`src/sv/tolf_pkg.sv`:
```
// Shared types, constants and helpers for the terminal output line filter.
`default_nettype none

package tolf_pkg;

   localparam int COUNT_BITS = 25;
   localparam logic [COUNT_BITS-1:0] COUNT_MAX = {COUNT_BITS{1'b1}};
   localparam logic [COUNT_BITS-1:0] BUDGET_RESET = COUNT_BITS'(8388608);

   localparam int QUEUE_DEPTH = 4;
   localparam int QUEUE_PTR_BITS = $clog2(QUEUE_DEPTH);
   localparam int QUEUE_CNT_BITS = $clog2(QUEUE_DEPTH + 1);

   localparam logic [7:0] CHAR_BEL = 8'h07;
   localparam logic [7:0] CHAR_BS = 8'h08;
   localparam logic [7:0] CHAR_TAB = 8'h09;
   localparam logic [7:0] CHAR_LF = 8'h0A;
   localparam logic [7:0] CHAR_CR = 8'h0D;
   localparam logic [7:0] CHAR_ESC = 8'h1B;
   localparam logic [7:0] CHAR_SPACE = 8'h20;
   localparam logic [7:0] CHAR_CSI_FINAL_LO = 8'h40;
   localparam logic [7:0] CHAR_CSI_FINAL_HI = 8'h7E;
   localparam logic [7:0] CHAR_LBRACKET = 8'h5B;
   localparam logic [7:0] CHAR_RBRACKET = 8'h5D;
   localparam logic [7:0] CHAR_BACKSLASH = 8'h5C;

   typedef enum logic [2:0] {
      OP_APPEND = 3'd0,
      OP_ERASE  = 3'd1,
      OP_CLEAR  = 3'd2,
      OP_END    = 3'd3,
      OP_RUNEND = 3'd4
   } tolf_op_type;

   typedef struct packed {
      tolf_op_type edit_op;
      logic [7:0] data_byte;
      logic newline_kept;
      logic [COUNT_BITS-1:0] line_length;
      logic truncated;
      logic last;
   } tolf_result_type;

   typedef struct packed {
      logic [1:0] valid;
      tolf_result_type item1;
      tolf_result_type item0;
   } tolf_push_type;

   function automatic tolf_result_type make_result(
      input tolf_op_type op,
      input logic [7:0] data,
      input logic kept,
      input logic [COUNT_BITS-1:0] len,
      input logic trunc
   );
      tolf_result_type r;
      r.edit_op = op;
      r.data_byte = data;
      r.newline_kept = kept;
      r.line_length = len;
      r.truncated = trunc;
      r.last = 1'b0;
      return r;
   endfunction

endpackage

`default_nettype wire

```
`src/sv/tolf_core.sv`:
```
// Escape stripping, line editing and budget accounting for one byte per cycle while step is high.
`default_nettype none

module tolf_core import tolf_pkg::*; (
   input  wire logic clock,
   input  wire logic reset,
   input  wire logic step,
   input  wire logic [7:0] byte_in,
   input  wire logic flush,
   input  wire logic csr_write,
   input  wire logic [COUNT_BITS-1:0] csr_data,
   output tolf_push_type push
);

   typedef enum logic [2:0] {
      ESC_TEXT    = 3'd0,
      ESC_SEEN    = 3'd1,
      ESC_CSI     = 3'd2,
      ESC_OSC     = 3'd3,
      ESC_OSC_ESC = 3'd4
   } esc_state_type;

   esc_state_type esc_ff, esc_in;
   logic cr_ff, cr_in;
   logic [COUNT_BITS-1:0] len_ff, len_in;
   logic [COUNT_BITS-1:0] charged_ff, charged_in;
   logic dropped_ff, dropped_in;
   logic [COUNT_BITS-1:0] budget_ff, budget_in;

   logic spent;
   logic printable;
   logic [COUNT_BITS-1:0] len_after_cr;
   tolf_result_type clear_item;
   tolf_result_type app_item;
   tolf_push_type push_raw;

   assign spent = (charged_ff >= budget_ff) || (charged_ff == COUNT_MAX);
   assign printable = (byte_in == CHAR_TAB) || (byte_in >= CHAR_SPACE);
   assign len_after_cr = cr_ff ? '0 : len_ff;
   assign clear_item = make_result(OP_CLEAR, 8'h00, 1'b0, '0, dropped_ff);
   assign app_item = make_result(OP_APPEND, byte_in, 1'b0,
                                 len_after_cr + COUNT_BITS'(1), dropped_ff);
   assign budget_in = csr_write ? csr_data : budget_ff;

   always_comb begin
      esc_in = esc_ff;
      cr_in = cr_ff;
      len_in = len_ff;
      charged_in = charged_ff;
      dropped_in = dropped_ff;
      push_raw = '0;
      if (step) begin
         if (flush) begin
            if (!cr_ff && (len_ff != '0)) begin
               push_raw.valid = 2'b11;
               push_raw.item0 = make_result(OP_END, 8'h00, !spent, '0,
                                            spent | dropped_ff);
               push_raw.item1 = make_result(OP_RUNEND, 8'h00, 1'b0, '0,
                                            spent | dropped_ff);
            end else begin
               push_raw.valid = 2'b01;
               push_raw.item0 = make_result(OP_RUNEND, 8'h00, 1'b0, '0, dropped_ff);
            end
            esc_in = ESC_TEXT;
            cr_in = 1'b0;
            len_in = '0;
            charged_in = '0;
            dropped_in = 1'b0;
         end else begin
            case (esc_ff)
               ESC_TEXT: begin
                  if (byte_in == CHAR_ESC) begin
                     esc_in = ESC_SEEN;
                  end else if (byte_in == CHAR_CR) begin
                     cr_in = 1'b1;
                  end else if (byte_in == CHAR_LF) begin
                     cr_in = 1'b0;
                     len_in = '0;
                     if (!spent) begin
                        charged_in = charged_ff + COUNT_BITS'(1);
                     end else begin
                        dropped_in = 1'b1;
                     end
                     push_raw.valid = 2'b01;
                     push_raw.item0 = make_result(OP_END, 8'h00, !spent, '0,
                                                  spent | dropped_ff);
                  end else if (byte_in == CHAR_BS) begin
                     if (cr_ff) begin
                        cr_in = 1'b0;
                        len_in = '0;
                        push_raw.valid = 2'b01;
                        push_raw.item0 = clear_item;
                     end else if (len_ff != '0) begin
                        len_in = len_ff - COUNT_BITS'(1);
                        push_raw.valid = 2'b01;
                        push_raw.item0 = make_result(OP_ERASE, 8'h00, 1'b0,
                                                     len_ff - COUNT_BITS'(1), dropped_ff);
                     end
                  end else begin
                     if (cr_ff) begin
                        cr_in = 1'b0;
                        len_in = '0;
                        push_raw.valid[0] = 1'b1;
                        push_raw.item0 = clear_item;
                     end
                     if (printable) begin
                        if (spent) begin
                           dropped_in = 1'b1;
                        end else begin
                           len_in = len_after_cr + COUNT_BITS'(1);
                           charged_in = charged_ff + COUNT_BITS'(1);
                           if (cr_ff) begin
                              push_raw.valid[1] = 1'b1;
                              push_raw.item1 = app_item;
                           end else begin
                              push_raw.valid[0] = 1'b1;
                              push_raw.item0 = app_item;
                           end
                        end
                     end
                  end
               end
               ESC_SEEN: begin
                  if (byte_in == CHAR_LBRACKET) begin
                     esc_in = ESC_CSI;
                  end else if (byte_in == CHAR_RBRACKET) begin
                     esc_in = ESC_OSC;
                  end else begin
                     esc_in = ESC_TEXT;
                  end
               end
               ESC_CSI: begin
                  if ((byte_in >= CHAR_CSI_FINAL_LO) && (byte_in <= CHAR_CSI_FINAL_HI)) begin
                     esc_in = ESC_TEXT;
                  end
               end
               ESC_OSC: begin
                  if (byte_in == CHAR_BEL) begin
                     esc_in = ESC_TEXT;
                  end else if (byte_in == CHAR_ESC) begin
                     esc_in = ESC_OSC_ESC;
                  end
               end
               ESC_OSC_ESC: begin
                  esc_in = (byte_in == CHAR_BACKSLASH) ? ESC_TEXT : ESC_OSC;
               end
               default: begin
                  esc_in = ESC_TEXT;
               end
            endcase
         end
      end
   end

   always_comb begin
      push = push_raw;
      push.item0.last = push_raw.valid[0] & ~push_raw.valid[1];
      push.item1.last = push_raw.valid[1];
   end

   always_ff @(posedge clock) begin
      if (reset) begin
         esc_ff <= ESC_TEXT;
         cr_ff <= 1'b0;
         len_ff <= '0;
         charged_ff <= '0;
         dropped_ff <= 1'b0;
         budget_ff <= BUDGET_RESET;
      end else begin
         esc_ff <= esc_in;
         cr_ff <= cr_in;
         len_ff <= len_in;
         charged_ff <= charged_in;
         dropped_ff <= dropped_in;
         budget_ff <= budget_in;
      end
   end

   a_flush_clears: assert property (@(posedge clock) disable iff (reset)
      (step && flush) |=> (esc_ff == ESC_TEXT) && !cr_ff && (len_ff == '0)
                          && (charged_ff == '0) && !dropped_ff)
      else $error("State not cleared after a flush.");

   a_len_within_charged: assert property (@(posedge clock) disable iff (reset)
      len_ff <= charged_ff)
      else $error("Pending line longer than the charged count.");

   a_push_in_order: assert property (@(posedge clock) disable iff (reset)
      push.valid[1] |-> push.valid[0])
      else $error("Second result pushed without a first.");

   a_no_push_while_idle: assert property (@(posedge clock) disable iff (reset)
      !step |-> (push.valid == 2'b00))
      else $error("Result pushed without an accepted beat.");

endmodule

`default_nettype wire

```
`src/sv/tolf_queue.sv`:
```
// Result queue that takes up to two result beats per cycle and delivers one while out_ready is high.
`default_nettype none

module tolf_queue import tolf_pkg::*; (
   input  wire logic clock,
   input  wire logic reset,
   input  tolf_push_type push,
   output logic room,
   output logic out_valid,
   input  wire logic out_ready,
   output tolf_result_type out_item
);

   tolf_result_type entry_ff [QUEUE_DEPTH];
   logic [QUEUE_PTR_BITS-1:0] wr_ptr_ff, wr_ptr_in;
   logic [QUEUE_PTR_BITS-1:0] rd_ptr_ff, rd_ptr_in;
   logic [QUEUE_CNT_BITS-1:0] count_ff, count_in;
   logic [QUEUE_PTR_BITS-1:0] wr_next;
   logic pop;
   logic [QUEUE_CNT_BITS-1:0] push_n;

   assign out_valid = (count_ff != '0);
   assign out_item = entry_ff[rd_ptr_ff];
   assign room = (count_ff <= QUEUE_CNT_BITS'(QUEUE_DEPTH - 2));
   assign pop = out_valid & out_ready;
   assign push_n = QUEUE_CNT_BITS'(push.valid[0]) + QUEUE_CNT_BITS'(push.valid[1]);
   assign wr_next = wr_ptr_ff + QUEUE_PTR_BITS'(1);
   assign wr_ptr_in = wr_ptr_ff + QUEUE_PTR_BITS'(push_n);
   assign rd_ptr_in = rd_ptr_ff + QUEUE_PTR_BITS'(pop);
   assign count_in = count_ff + push_n - QUEUE_CNT_BITS'(pop);

   always_ff @(posedge clock) begin
      if (push.valid[0]) begin
         entry_ff[wr_ptr_ff] <= push.item0;
      end
      if (push.valid[1]) begin
         entry_ff[wr_next] <= push.item1;
      end
   end

   always_ff @(posedge clock) begin
      if (reset) begin
         wr_ptr_ff <= '0;
         rd_ptr_ff <= '0;
         count_ff <= '0;
      end else begin
         wr_ptr_ff <= wr_ptr_in;
         rd_ptr_ff <= rd_ptr_in;
         count_ff <= count_in;
      end
   end

   a_count_bound: assert property (@(posedge clock) disable iff (reset)
      count_ff <= QUEUE_CNT_BITS'(QUEUE_DEPTH))
      else $error("Result queue overfilled.");

   a_push_needs_room: assert property (@(posedge clock) disable iff (reset)
      (push.valid != 2'b00) |-> ($past(room) || $past(reset)) || room)
      else $error("Result pushed without room.");

   a_count_tracks: assert property (@(posedge clock) disable iff (reset)
      (push.valid == 2'b00) && pop |=> count_ff == $past(count_ff) - QUEUE_CNT_BITS'(1))
      else $error("Queue count lost track of a pop.");

endmodule

`default_nettype wire

```
`src/sv/terminal_output_line_filter.sv`:
```
// Top level of the terminal output line filter: escape stripper with a result queue.
// The result beats of a byte are registered in the result queue before they are offered.
// Throughput: one input byte per cycle while results are taken; a byte yields 0 to 2 beats.
// The input stalls while the four-entry result queue holds more than two beats.
// Synchronous reset returns all line state to text mode, sets the budget to 8388608
// and empties the queue; there is no clearing pass.
`default_nettype none

module terminal_output_line_filter import tolf_pkg::*; (
   input  wire logic clock,
   input  wire logic reset,
   input  wire logic req_valid,
   output logic req_ready,
   input  wire logic [7:0] req_byte_in,
   input  wire logic req_flush,
   output logic rsp_valid,
   input  wire logic rsp_ready,
   output logic [2:0] rsp_edit_op,
   output logic [7:0] rsp_data_byte,
   output logic rsp_newline_kept,
   output logic [COUNT_BITS-1:0] rsp_line_length,
   output logic rsp_truncated,
   output logic rsp_last,
   input  wire logic csr_valid,
   output logic csr_ready,
   input  wire logic [COUNT_BITS-1:0] csr_output_budget
);

   tolf_push_type push;
   tolf_result_type head;
   logic room;
   logic step;

   assign req_ready = room;
   assign step = req_valid & room;
   assign csr_ready = 1'b1;

   tolf_core u_core (
      .clock     (clock),
      .reset     (reset),
      .step      (step),
      .byte_in   (req_byte_in),
      .flush     (req_flush),
      .csr_write (csr_valid),
      .csr_data  (csr_output_budget),
      .push      (push)
   );

   tolf_queue u_queue (
      .clock     (clock),
      .reset     (reset),
      .push      (push),
      .room      (room),
      .out_valid (rsp_valid),
      .out_ready (rsp_ready),
      .out_item  (head)
   );

   assign rsp_edit_op = head.edit_op;
   assign rsp_data_byte = head.data_byte;
   assign rsp_newline_kept = head.newline_kept;
   assign rsp_line_length = head.line_length;
   assign rsp_truncated = head.truncated;
   assign rsp_last = head.last;

   a_flush_ends_run: assert property (@(posedge clock) disable iff (reset)
      (req_valid && req_ready && req_flush) |=> rsp_valid)
      else $error("No result beat after a flush beat.");

   a_kept_only_on_end: assert property (@(posedge clock) disable iff (reset)
      (rsp_valid && rsp_newline_kept) |-> (rsp_edit_op == OP_END))
      else $error("Newline kept flag on a beat that is not an end of line.");

   a_runend_is_last: assert property (@(posedge clock) disable iff (reset)
      (rsp_valid && (rsp_edit_op == OP_RUNEND)) |-> rsp_last && (rsp_line_length == '0))
      else $error("Run end beat is not the final beat of its byte.");

endmodule

`default_nettype wire

```
`config.mk`:
```
export PLATFORM = sky130hd
export DESIGN_NAME = terminal_output_line_filter
export DESIGN_NICKNAME = d
export VERILOG_FILES = /design/src/sv/tolf_pkg.sv /design/src/sv/tolf_core.sv /design/src/sv/tolf_queue.sv /design/src/sv/terminal_output_line_filter.sv
export SDC_FILE = /design/constraint.sdc
export NUM_CORES = 1
export LEC_CHECK = 0
export BUFFER_PORTS_ARGS = -buffer_cell sky130_fd_sc_hd__buf_4
export CORE_ASPECT_RATIO = 1.5
export CORE_MARGIN = 1.5
export CORE_UTILIZATION = 39
export DETAILED_ROUTE_END_ITERATION = 10
export PLACE_DENSITY = 0.66
export SETUP_SLACK_MARGIN = 0.5
export SLEW_MARGIN = 0
export SYNTH_ARGS = -nofsm -noshare
export SYNTH_HDL_FRONTEND = slang
export SYNTH_SLANG_ARGS = --single-unit
```
`constraint.sdc`:
```
create_clock -name clock -period 11.01 [get_ports clock]
set_input_delay 2.7525 -clock clock [delete_from_list [all_inputs] [get_ports clock]]
set_output_delay 2.7525 -clock clock [all_outputs]
set_load 0.01 [all_outputs]
```
---- Word-level counts from Yosys, hierarchy flattened ----
Memory sizes are Yosys's and may differ from the RTL's. A register that Yosys moved wholly into a read port is not among the register bits.
Cells that the tools add are included.
word-level totals
  ROM bits ................................ 0
  bits in latches ......................... 0
  bits in writable memories ............... 156
  input port bits ......................... 39
  memories kept ........................... 1
  logic and storage cells ................. 135
  register bits after elaboration ......... 87
memory list
  name              words  bits a word  read ports  clocked after Yosys merged registers in  write ports  RTL line          source
  u_queue.entry_ff  4      39           1           1                                        2            tolf_queue.sv:14  tolf_result_type entry_ff [QUEUE_DEPTH];
operators by class
  equal/unequal tests ..................... 21
  shift operators ......................... 0
  divide/modulo/power cells ............... 0
  $add $sub $neg .......................... 9
  reductions and logical operators ........ 15
  $mul .................................... 0
  bitwise gates (word level) .............. 5
  order comparisons ....................... 5
  mux-type cells .......................... 70
operator list
  kind                                                                                 number
  80-bit two-way mux                                                                   7
  25-bit two-way mux                                                                   19
  39-bit two-way mux                                                                   7
  38-bit two-way mux                                                                   2
  25-bit by 1-bit adder with 25-bit output, second input constant                      2
  37-bit two-way mux                                                                   1
  36-bit two-way mux                                                                   1
  8-bit by 4-bit equality test with 1-bit output, second input constant                4
  25-bit equality test, second input constant                                          1
  25-bit greater-or-equal comparator                                                   1
  25-bit nonzero test                                                                  1
  25-bit by 1-bit subtractor with 25-bit output, second input constant                 1
  8-bit by 7-bit equality test with 1-bit output, second input constant                3
  1-bit two-way mux                                                                    19
  3-bit two-way mux                                                                    6
  3-bit one-hot mux with 5 select lines                                                1
  2-bit two-way mux                                                                    7
  3-bit by 2-bit inequality test with 1-bit output, second input constant              3
  8-bit by 3-bit equality test with 1-bit output, second input constant                1
  8-bit by 5-bit equality test with 1-bit output, second input constant                1
  8-bit by 6-bit greater-or-equal comparator with 1-bit output, second input constant  1
  8-bit by 7-bit greater-or-equal comparator with 1-bit output, second input constant  1
  8-bit by 7-bit <= comparator with 1-bit output, second input constant                1
  3-bit by 2-bit equality test with 1-bit output, second input constant                2
  25 further kinds                                                                     32

---- Longest topological paths before layout ----
Gate-level depths: netlist (run 1).
  depth in word-level cells ............... 15
  mapped depth ............................ 17

---- By module ----
From an unflattened synthesis (run 1), not the netlist that was laid out.
second synthesis, totals
  cells, all modules ...................... 1379
  area total of the unflattened synthesis .. 14969.4 µm²
by module, submodules not included
  module                       times used  area an instance (µm²)  cells an instance
  tolf_queue                   1           7932.6                  420
  tolf_core                    1           7019.2                  956
  terminal_output_line_filter  1           17.5                    3

---- Worst setup path before layout (run 1) ----
OpenSTA, ideal clock, no wires.
  kind .................................... input to register
  from .................................... input port req_byte_in[2]
  to ...................................... memory u_queue.entry_ff[1][0] (netlist name), enable pin
  buffers on the path ..................... 1
  slack ................................... 3.501 ns
  stages .................................. 9
  required time ........................... 10.531 ns
  arrival ................................. 7.030 ns
  library setup time ...................... 0.479 ns
  path through ............................ clkbuf_1 > nand2b_1 > o31ai_1 > o31ai_1 > nor4_1 > nand2_1 > o21bai_1 > inv_1 > o21ai_0
RTL lines
  what             RTL line                           source
  start, declared  terminal_output_line_filter.sv:14  input wire logic [7:0] req_byte_in,
  end, declared    tolf_queue.sv:14

==> impl_summary.md, run 1 <==
Outcome
The flow ran to the end, and the final reports show no timing, DRC or antenna violations.

Timing
The worst-case headroom to the max-slew limit is 29.60%. The max-slew violation total from the final report is 0. The final count of hold timing violations is 0. The fraction of the cycle the final worst path needs is 57.87%. The fmax is about 160 MHz.

The post-layout minimum cycle time is approximately 6400 ps. The worst-case setup margin in the final layout is ~4600 ps. The final setup violation count is 0. The post-route setup TNS is 0 ps.

The transition time at the pin with the least slew margin is 1050 ps. Setup repair after global routing left no endpoint under its margin. The final clock skew is 38.89 ps.

Yosys
By area the synthesized netlist is led by sky130_fd_sc_hd__edfxtp_1 (32%), sky130_fd_sc_hd__dfxtp_1 (15%), sky130_fd_sc_hd__mux4_2 (6.5%), sky130_fd_sc_hd__nor2_1 (5.6%), sky130_fd_sc_hd__ha_1 (3.4%). The cell accounting for the most synthesized area is sky130_fd_sc_hd__edfxtp_1. The post-synthesis area per instance is 10.11 sq um. Yosys mapped a number of flops with a built-in enable equal to 144. The fraction of the yosys area taken by sequential cells is about 47%. The flip-flop and latch count after synthesis is 243. Synthesis instantiated 83 different standard cells from the library. Among all flip-flop cells after synthesis, the most frequent one is sky130_fd_sc_hd__edfxtp_1. Of all flip-flops after synthesis, the portion carrying an async set or reset was 0%. After synthesis, the largest area contributor takes up 32.19% of total cell area. Synthesis produced 1,329 cells. The synthesized netlist net count is 1,405. Yosys printed 0 warnings. After synthesis the cells add up to between 10,000 and 15,000 sq um.

CTS
For this design, the CTS-stage hold fixing added 0 buffers. Once the clock tree was built, the setup fixing pass inserted 0 buffers. Counting along the longest clock path gives a buffer depth of 3. After clock tree synthesis, the clock-pin slew on the worst setup and hold paths is 70 ps. After clock tree synthesis, the repair step resized 0 gates. The H-tree depth is 1.

In this run the clock root is driven by a sky130_fd_sc_hd__clkbuf_16. TritonCTS built the clock tree. The number of sinks on the clock net is 243. Buffers inserted during clock tree synthesis total 24.

The clock insertion delay at the later pin of the skew report is roughly 560 ps.

Run
Across the run, the number of max-cap violations was 0.

Global routing
Entering global routing, the biggest net connects 46 pins. The met1 usage is 23.45%. Global routing finished with a remaining overflow of 0. The initial antenna violation count was 0. The via count of the first global-routing pass is 10,480. For this run, the total global-route usage over all layers was measured as 20.70%. The first global-routing pass estimated 57,860 microns of wire. The met3 track utilization from global routing is 2.017%. After global routing, the most crowded layer is met2. For met2 alone, demand over resource in global routing was 38.64%.

Final layout
Of the cells placed in the final design, the portion with a size suffix greater than 1 is between 10% and 20%. 0 antenna diodes ended up in the layout. Relative to the synthesized area, the layout overhead comes to 13.10%. The final instance area is 15,190 sq um. After the last flow step, the layout net total stands at 1,435.

The finished layout holds 1,802 standard cells, fillers aside.

Setup path
The required time of the critical path is around 11,000 ps. The category of the worst setup path capture point is a register. The arrival time reported for the critical path endpoint is around 6600 ps. The type of origin of the critical path is an input pin. The type of the setup path with the least slack is in2reg. Along the worst path, the maximum fanout reaches 39. The startpoint identified for the worst register-to-register timing path is u_core.charged_ff[2].

The critical path launch point is req_byte_in[2].

Placed design
At the placement stage, the worst setup path has a slack of 4201 ps. Routability-driven placement finished with a final weighted congestion of ~0.96. The cell area after placement is 14,340 sq um. In this run the tool buffered the top-level ports with a little under 80 buffer cells. The post-detailed-placement half-perimeter wirelength is 26,540 microns. Counting tap cells, the placed design contains a total of 1,758 instances.

Pwr
The power density over the cells is 194.5 nW/um^2. The overall power of the completed layout is 2.955 mW. The highest ir drop seen on vdd is 0.1223 mV. The leakage power total is 5.690 nW.

Route
The remaining antenna violation count is 0. The post-detailed-route via-to-cell ratio is 5.833. The number of optimization iterations in the first detailed-route pass is 8. Summed over all layers, the routed wires come to 36,870 microns. For this run, design rule violations remaining after detail routing come to 0. In the final routed layout, each cell accounts on average for 20.46 microns. The DRC marker count from the first detailed-route iteration is 825. The routed layout has between 10,000 and 15,000 vias.

Floorplanning
The floorplan step defined a die boundary enclosing 35,590 sq um. The core region is 34,060 sq um. The initial utilization of the core area, before any placement, comes to between 30% and 40%. In this run the horizontal extent of the chip is 154.5 microns.

After floorplanning, the core was divided into between 80 and 90 placement rows. The die span in y is 230.3 microns. The top-level port count is 81.

Hold path
The classification of the worst-slack hold path is reg2reg. In this run the most critical hold path is launched from u_queue.entry_ff[0][36].
## worst max-delay path, stage by stage
cell and delay (ps):
sky130_fd_sc_hd__buf_4 150, sky130_fd_sc_hd__nand2b_1 170, sky130_fd_sc_hd__o31ai_1 530, sky130_fd_sc_hd__o31ai_1 220, sky130_fd_sc_hd__nor4_1 290, sky130_fd_sc_hd__nand2_1 90, sky130_fd_sc_hd__buf_4 280, sky130_fd_sc_hd__o21bai_1 620
sky130_fd_sc_hd__inv_1 360, sky130_fd_sc_hd__o21ai_4 670, sky130_fd_sc_hd__buf_4 420
## stage by stage
step / utilization, % / hold slack, ps
after global routing: 44.61 / 493.6
final: 44.61 / 476.3
after floorplan: - / 427.8
after global placement: 42.09 / 453.0
after detailed placement: 42.09 / 459.2
after CTS: 44.61 / 479.1
## layer usage
metal	part of all wire [%]	routed length (microns)	up-vias
met5	0	0	-
met2	53	19580	375
met1	38	14130	5098
met3	4.7	1733	91
li1	-	-	4947
met4	3.9	1427	0
## power by group
part	internal [mW]	switching [mW]
Sequential	1.12	0.0556
Clock	0.528	0.371
Combinational	0.364	0.518
## logic make-up (layout without fill, tap and decap cells)
group                      after synthesis  in the layout  synth area share (%)
AOI/OAI and AO/OA                      231            231                 11.82
buffers and inverters                  137            185                 4.182
other                                    1              1               0.02791
and+or+nand+nor                        556            556                 21.14
DFF                                    243            243                 46.94
muxes                                   72             72                 8.997
xor gates and xnor gates                52             52                 3.390
adders and majority gates               37             37                 3.502
## sequential cells by signal (all words and copies together) (netlist names)
| signal | cells |
|---|---|
| u_queue.count_ff | 3 |
| u_core.len_ff | 25 |
| u_core.budget_ff | 25 |
| u_queue.wr_ptr_ff | 2 |
| u_core.cr_ff | 1 |
| u_queue.rd_ptr_ff | 2 |
| u_core.esc_ff | 3 |
| u_queue.entry_ff | 156 |
| u_core.charged_ff | 25 |
| u_core.dropped_ff | 1 |
## placed cells by master (no fill, tap or decap), types with 29 or more instances in the layout
| master | n |
|---|---|
| sky130_fd_sc_hd__nand3_1 | 39 |
| sky130_fd_sc_hd__o21ai_0 | 44 |
| sky130_fd_sc_hd__inv_1 | 47 |
| sky130_fd_sc_hd__buf_4 | 95 |
| sky130_fd_sc_hd__and2_1 | 50 |
| sky130_fd_sc_hd__mux2i_1 | 33 |
| sky130_fd_sc_hd__a21oi_1 | 47 |
| sky130_fd_sc_hd__ha_1 | 36 |
| sky130_fd_sc_hd__mux4_2 | 39 |
| sky130_fd_sc_hd__nor3_1 | 47 |
| sky130_fd_sc_hd__dfxtp_1 | 97 |
| sky130_fd_sc_hd__o22ai_1 | 29 |
| sky130_fd_sc_hd__edfxtp_1 | 144 |
| sky130_fd_sc_hd__nand2_1 | 73 |
| sky130_fd_sc_hd__xor2_1 | 30 |
| sky130_fd_sc_hd__nor2_1 | 201 |
## cells in the mapped netlist, types with 12 or more instances
library cell and instances:
sky130_fd_sc_hd__nand4_1 25, sky130_fd_sc_hd__clkbuf_1 59, sky130_fd_sc_hd__o21ai_0 47, sky130_fd_sc_hd__nand3_1 39, sky130_fd_sc_hd__buf_1 12, sky130_fd_sc_hd__nand2_1 73
sky130_fd_sc_hd__nor2_1 201, sky130_fd_sc_hd__a21oi_1 47, sky130_fd_sc_hd__xor2_1 30, sky130_fd_sc_hd__nor4_1 12, sky130_fd_sc_hd__o22ai_1 29, sky130_fd_sc_hd__mux4_2 39
sky130_fd_sc_hd__edfxtp_1 144, sky130_fd_sc_hd__and2_1 50, sky130_fd_sc_hd__ha_1 36, sky130_fd_sc_hd__nor2b_1 18, sky130_fd_sc_hd__nor3_1 49, sky130_fd_sc_hd__and3_1 19
sky130_fd_sc_hd__xnor2_1 22, sky130_fd_sc_hd__inv_1 45, sky130_fd_sc_hd__buf_2 14, sky130_fd_sc_hd__dfxtp_1 99, sky130_fd_sc_hd__mux2i_1 33, sky130_fd_sc_hd__a211oi_1 13
## final timing paths
path	depth (start not counted)	endpoint	slack, ps
max	11	u_queue.entry_ff[3][9]	4640
min	1	u_queue.entry_ff[0][36]	480
max reg2reg	12	u_queue.entry_ff[3][9]	6480
min reg2reg	1	u_queue.entry_ff[0][36]	480
## cell type report
class	instances	area, sq um
Fill cell	3161	18870
Multi-Input combinational cell	949	6610
Sequential cell	243	6309
Timing Repair Buffer	95	713.2
Clock buffer	26	618.1
Tap cell	425	531.8
Clock inverter	18	240.2
Inverter	46	172.7
(Power assumes the default switching activity.)
==> inputs of run 2 (changes only) <==
- ABC_AREA: not set -> 1
- clock period: 11.01 -> 5.9 ns (I/O delays scaled with it)
==> run 2 against run 1 <==
Against the previous run: cell count grew 34%; synthesized area grew 5.1%; sequential power grew 86%; sequential cell count is the same; first-iteration DRC count shrank 14%; synthesized cell count grew 40%; critical path type unchanged; critical endpoint is now u_queue.count_ff[2]; highest routed layer unchanged.
==> impl_summary.md, run 2 <==
Outcome
The run finished with clean final reports.

Setup path
STA classifies the critical path startpoint as an input pin. The worst setup path is captured at a register. In this run the register-to-register setup slack is 1930 ps. The type of the setup path with the least slack is in2reg. The arrival time reported for the critical path endpoint is between 4000 and 5000 ps. STA puts the critical path data required time at 6330 ps. The highest fanout seen on the critical path is 35.

Pwr
The power density over the cells is roughly 360 nW/um^2. The leakage power total is 6.350 nW. The internal portion of the total power is 3.623 mW. The clock share of power is 27.9%. Sequential cells account for 38.6% of the total power. The net switching power is 2.036 mW. Net switching is between 30% and 40% of the power. The part of the power in combinational logic is 33.5%. The highest ir drop seen on vdd is 0.2224 mV.

Final layout
The antenna diode instance count is 0. After the last flow step, the layout net total stands at 1,989. The most flop-heavy register is u_queue.entry_ff. Summing all multi-input logic gate instances after layout gives 6770 sq um. The area overhead of the layout relative to synthesis is 12.48%. The count of filler cells inserted in the layout is 3,658.

The flip-flop count of the largest register after layout is 156. Across the whole layout, storage elements account for 6307 sq um. The most frequent standard cell in the layout excluding fill and tap cells is sky130_fd_sc_hd__nand2_1. In the layout the commonest cells are sky130_fd_sc_hd__nand2_1 (392), sky130_fd_sc_hd__nor2_1 (346), sky130_fd_sc_hd__inv_1 (158). At the end of the flow the core is filled with cells to 44.43%. The share of cells above drive strength 1 is 9.270%.

Yosys
The top cell type by area accounts for 30.64% of the synthesized area. After synthesis, the share of flip-flops with an asynchronous set or reset is 0%. Counting flops and latches in the post-synthesis netlist gives roughly 240. The count of different cell masters after synthesis is 53. After synthesis, the cell types taking the most area are sky130_fd_sc_hd__edfxtp_1 (31%), sky130_fd_sc_hd__dfxtp_1 (14%), sky130_fd_sc_hd__nand2_1 (10%), sky130_fd_sc_hd__nor2_1 (9.2%), sky130_fd_sc_hd__o21ai_0 (5.0%). For this run, the register share of the synthesized area comes to 44.68%. In the synthesized netlist, the number of instances is 1,866. Ranked by instance count, the synthesized netlist is headed by sky130_fd_sc_hd__nand2_1 (392), sky130_fd_sc_hd__nor2_1 (346), sky130_fd_sc_hd__inv_1 (158). Yosys printed 0 warnings.

The synthesized design contains 144 enable-type register cells. The cell area that synthesis handed to floorplanning was 14,110 sq um. The average instance in the mapped netlist occupies ~7.6 sq um. The synthesized netlist net count is 1,942. The most instantiated library cell after synthesis is sky130_fd_sc_hd__nand2_1. The predominant post-synthesis flop cell is sky130_fd_sc_hd__edfxtp_1. The cell accounting for the most synthesized area is sky130_fd_sc_hd__edfxtp_1.

Route
The number of optimization iterations in the first detailed-route pass is 5. The post-detailed-route via-to-cell ratio is 5.324. The via total after detailed routing is 12,830.

The count of nets left with antenna violations once routing finished came out at 0. The total wire length is 42,110 microns. In the routed design, unresolved DRC markers number 0.

The DRC marker count from the first detailed-route iteration is 713. Dividing the detail-routed wire length by the instance count gives 17.48 microns.

CTS
The clock insertion delay at the later pin of the skew report is 540 ps. The worst-case clock buffer depth is 3. Clock-pin slew was measured on the worst setup and hold paths at around 60 ps.

Gates resized during post-CTS repair numbered 0. TritonCTS built the clock tree. The number of buffers created by CTS is 25. The clock root buffer is sky130_fd_sc_hd__clkbuf_16.

Counting every sink on the clock net gives 243. The H-tree depth is 1. Post-CTS timing repair inserted 0 buffers for setup.

The number of hold buffers added after CTS was 0.

Global routing
The first global-routing pass estimated 66,220 microns of wire. Global routing consumed, over all layers together, a little under a quarter of the routing resources. The initial antenna violation count was 0. For this run the aggregate overflow at the end of global routing stands at 0. The maximum number of pins on one net before global-route repair is between 70 and 80. The via count of the first global-routing pass is approximately 13,000.

Placed design
The global placement routability congestion is 0.9836. The post-detailed-placement half-perimeter wirelength is between 30,000 and 40,000 microns. The number of buffers added on ports is 79.

Timing
The max-slew violation total from the final report is 0. Setup violations remaining at the end of the flow were counted as 0. The clock period could shrink to 4088 ps. The worst-case headroom to the max-slew limit is 17.29%. At the pin with the least slew margin, the transition time is 1239 ps. The fmax is 244.6 MHz. Setup repair after global routing left no endpoint under its margin. After routing, the total negative slack on setup checks comes to 0 ps.

For the final database, setup skew stands at 11.35 ps. The final count of hold timing violations is 0. The fraction of the cycle the final worst path needs is 69.28%.

Floorplanning
The die span in y is 236.0 microns. The core box area is ~36,000 sq um. The initial cell density of the core is 39.50%. The floorplan has 85 rows. Pin placement for this block handled 81 I/O pins. The die boundary width is 158.3 microns. The area of the die is between 30,000 and 40,000 sq um.

Hold path
The classification of the worst-slack hold path is reg2reg.

Run
Max-cap violations in this run came to 0.
-- run 2: changes by cell type in the layout (fill, tap and decap cells not counted), sizes merged, moves of 41 or more --
cell / before / now
nand2: 73 / 400
nor2: 203 / 354
inv: 50 / 166
o21ai: 49 / 145
a21oi: 47 / 118
nand3: 42 / 108
and2: 51 / 2
o22ai: 29 / 70
-- run 2: through the flow --
stage	cells	setup WS, ps	hold WS [ps]	area [sq um]	power, mW
after floorplan	1866	1831	435.5	14110	3.409
after global placement	2364	1307	451.7	15080	4.084
after detailed placement	2364	1299	456.5	15080	4.123
after CTS	2409	1830	466.0	15880	5.696
after global routing	2409	1545	480.3	15880	5.955
final	2409	1812	461.2	15880	5.659
-- run 2: path summary, 6_finish.rpt --
kind / start / endpoint / depth (start not counted)
worst max-delay path: req_byte_in[0] / u_queue.count_ff[2] / 17
worst min-delay path: u_core.budget_ff[24] / u_core.budget_ff[24] / 2
worst max register to register: u_core.charged_ff[8] / u_queue.count_ff[2] / 19
worst min register to register: u_core.budget_ff[24] / u_core.budget_ff[24] / 2
-- run 2: final cells by class --
class	count	share of cell area (%)
multi-input cells	1373	42.65
flip-flops and latches	243	39.73
repair buffers	103	4.871
clock buffers	39	4.461
inverters	167	3.949
well taps	478	3.767
clock inverters	6	0.5753
-- run 2: cell families after synthesis --
logic type | Yosys count | share of synthesized area [%]
adder cells (fa/ha/maj) | 37 | 3.333
AO/OA/AOI/OAI | 349 | 13.70
XOR/XNOR | 53 | 3.289
AND/OR/NAND/NOR | 933 | 27.62
other | 1 | 0.02657
buffers and inverters | 250 | 7.349
flip-flops | 243 | 44.68
-- run 2: critical path: stages --
cell                      delay (ps)
sky130_fd_sc_hd__buf_4            90
sky130_fd_sc_hd__inv_2            70
sky130_fd_sc_hd__nor2_1          150
sky130_fd_sc_hd__inv_1            90
sky130_fd_sc_hd__o31ai_4         480
sky130_fd_sc_hd__nand3_4         150
sky130_fd_sc_hd__buf_4           290
sky130_fd_sc_hd__nand2_1         140
sky130_fd_sc_hd__nand2_1          70
sky130_fd_sc_hd__nand2_2         240
sky130_fd_sc_hd__ha_1            260
sky130_fd_sc_hd__inv_1            60
sky130_fd_sc_hd__ha_1            270
sky130_fd_sc_hd__inv_1            40
sky130_fd_sc_hd__fa_1            380
sky130_fd_sc_hd__o21ai_0         180
sky130_fd_sc_hd__a21oi_1          60
-- run 2: layer usage --
metal,vias to the layer above,wire (microns),track usage (%)
met3,116,2099,2.131
li1,6329,-,-
met2,382,21990,41.54
met4,0,2009,11.13
met5,-,0,0
met1,5998,16020,25.64
-- run 2: power groups by stage --
stage | Combinational, mW | Sequential (mW) | Clock, mW
final | 1.90 | 2.18 | 1.58
after global routing | 2.09 | 2.20 | 1.66
after CTS | 1.91 | 2.18 | 1.60
after detailed placement | 1.91 | 2.22 | 0
after global placement | 1.87 | 2.21 | 0
after floorplan | 1.21 | 2.20 | 0
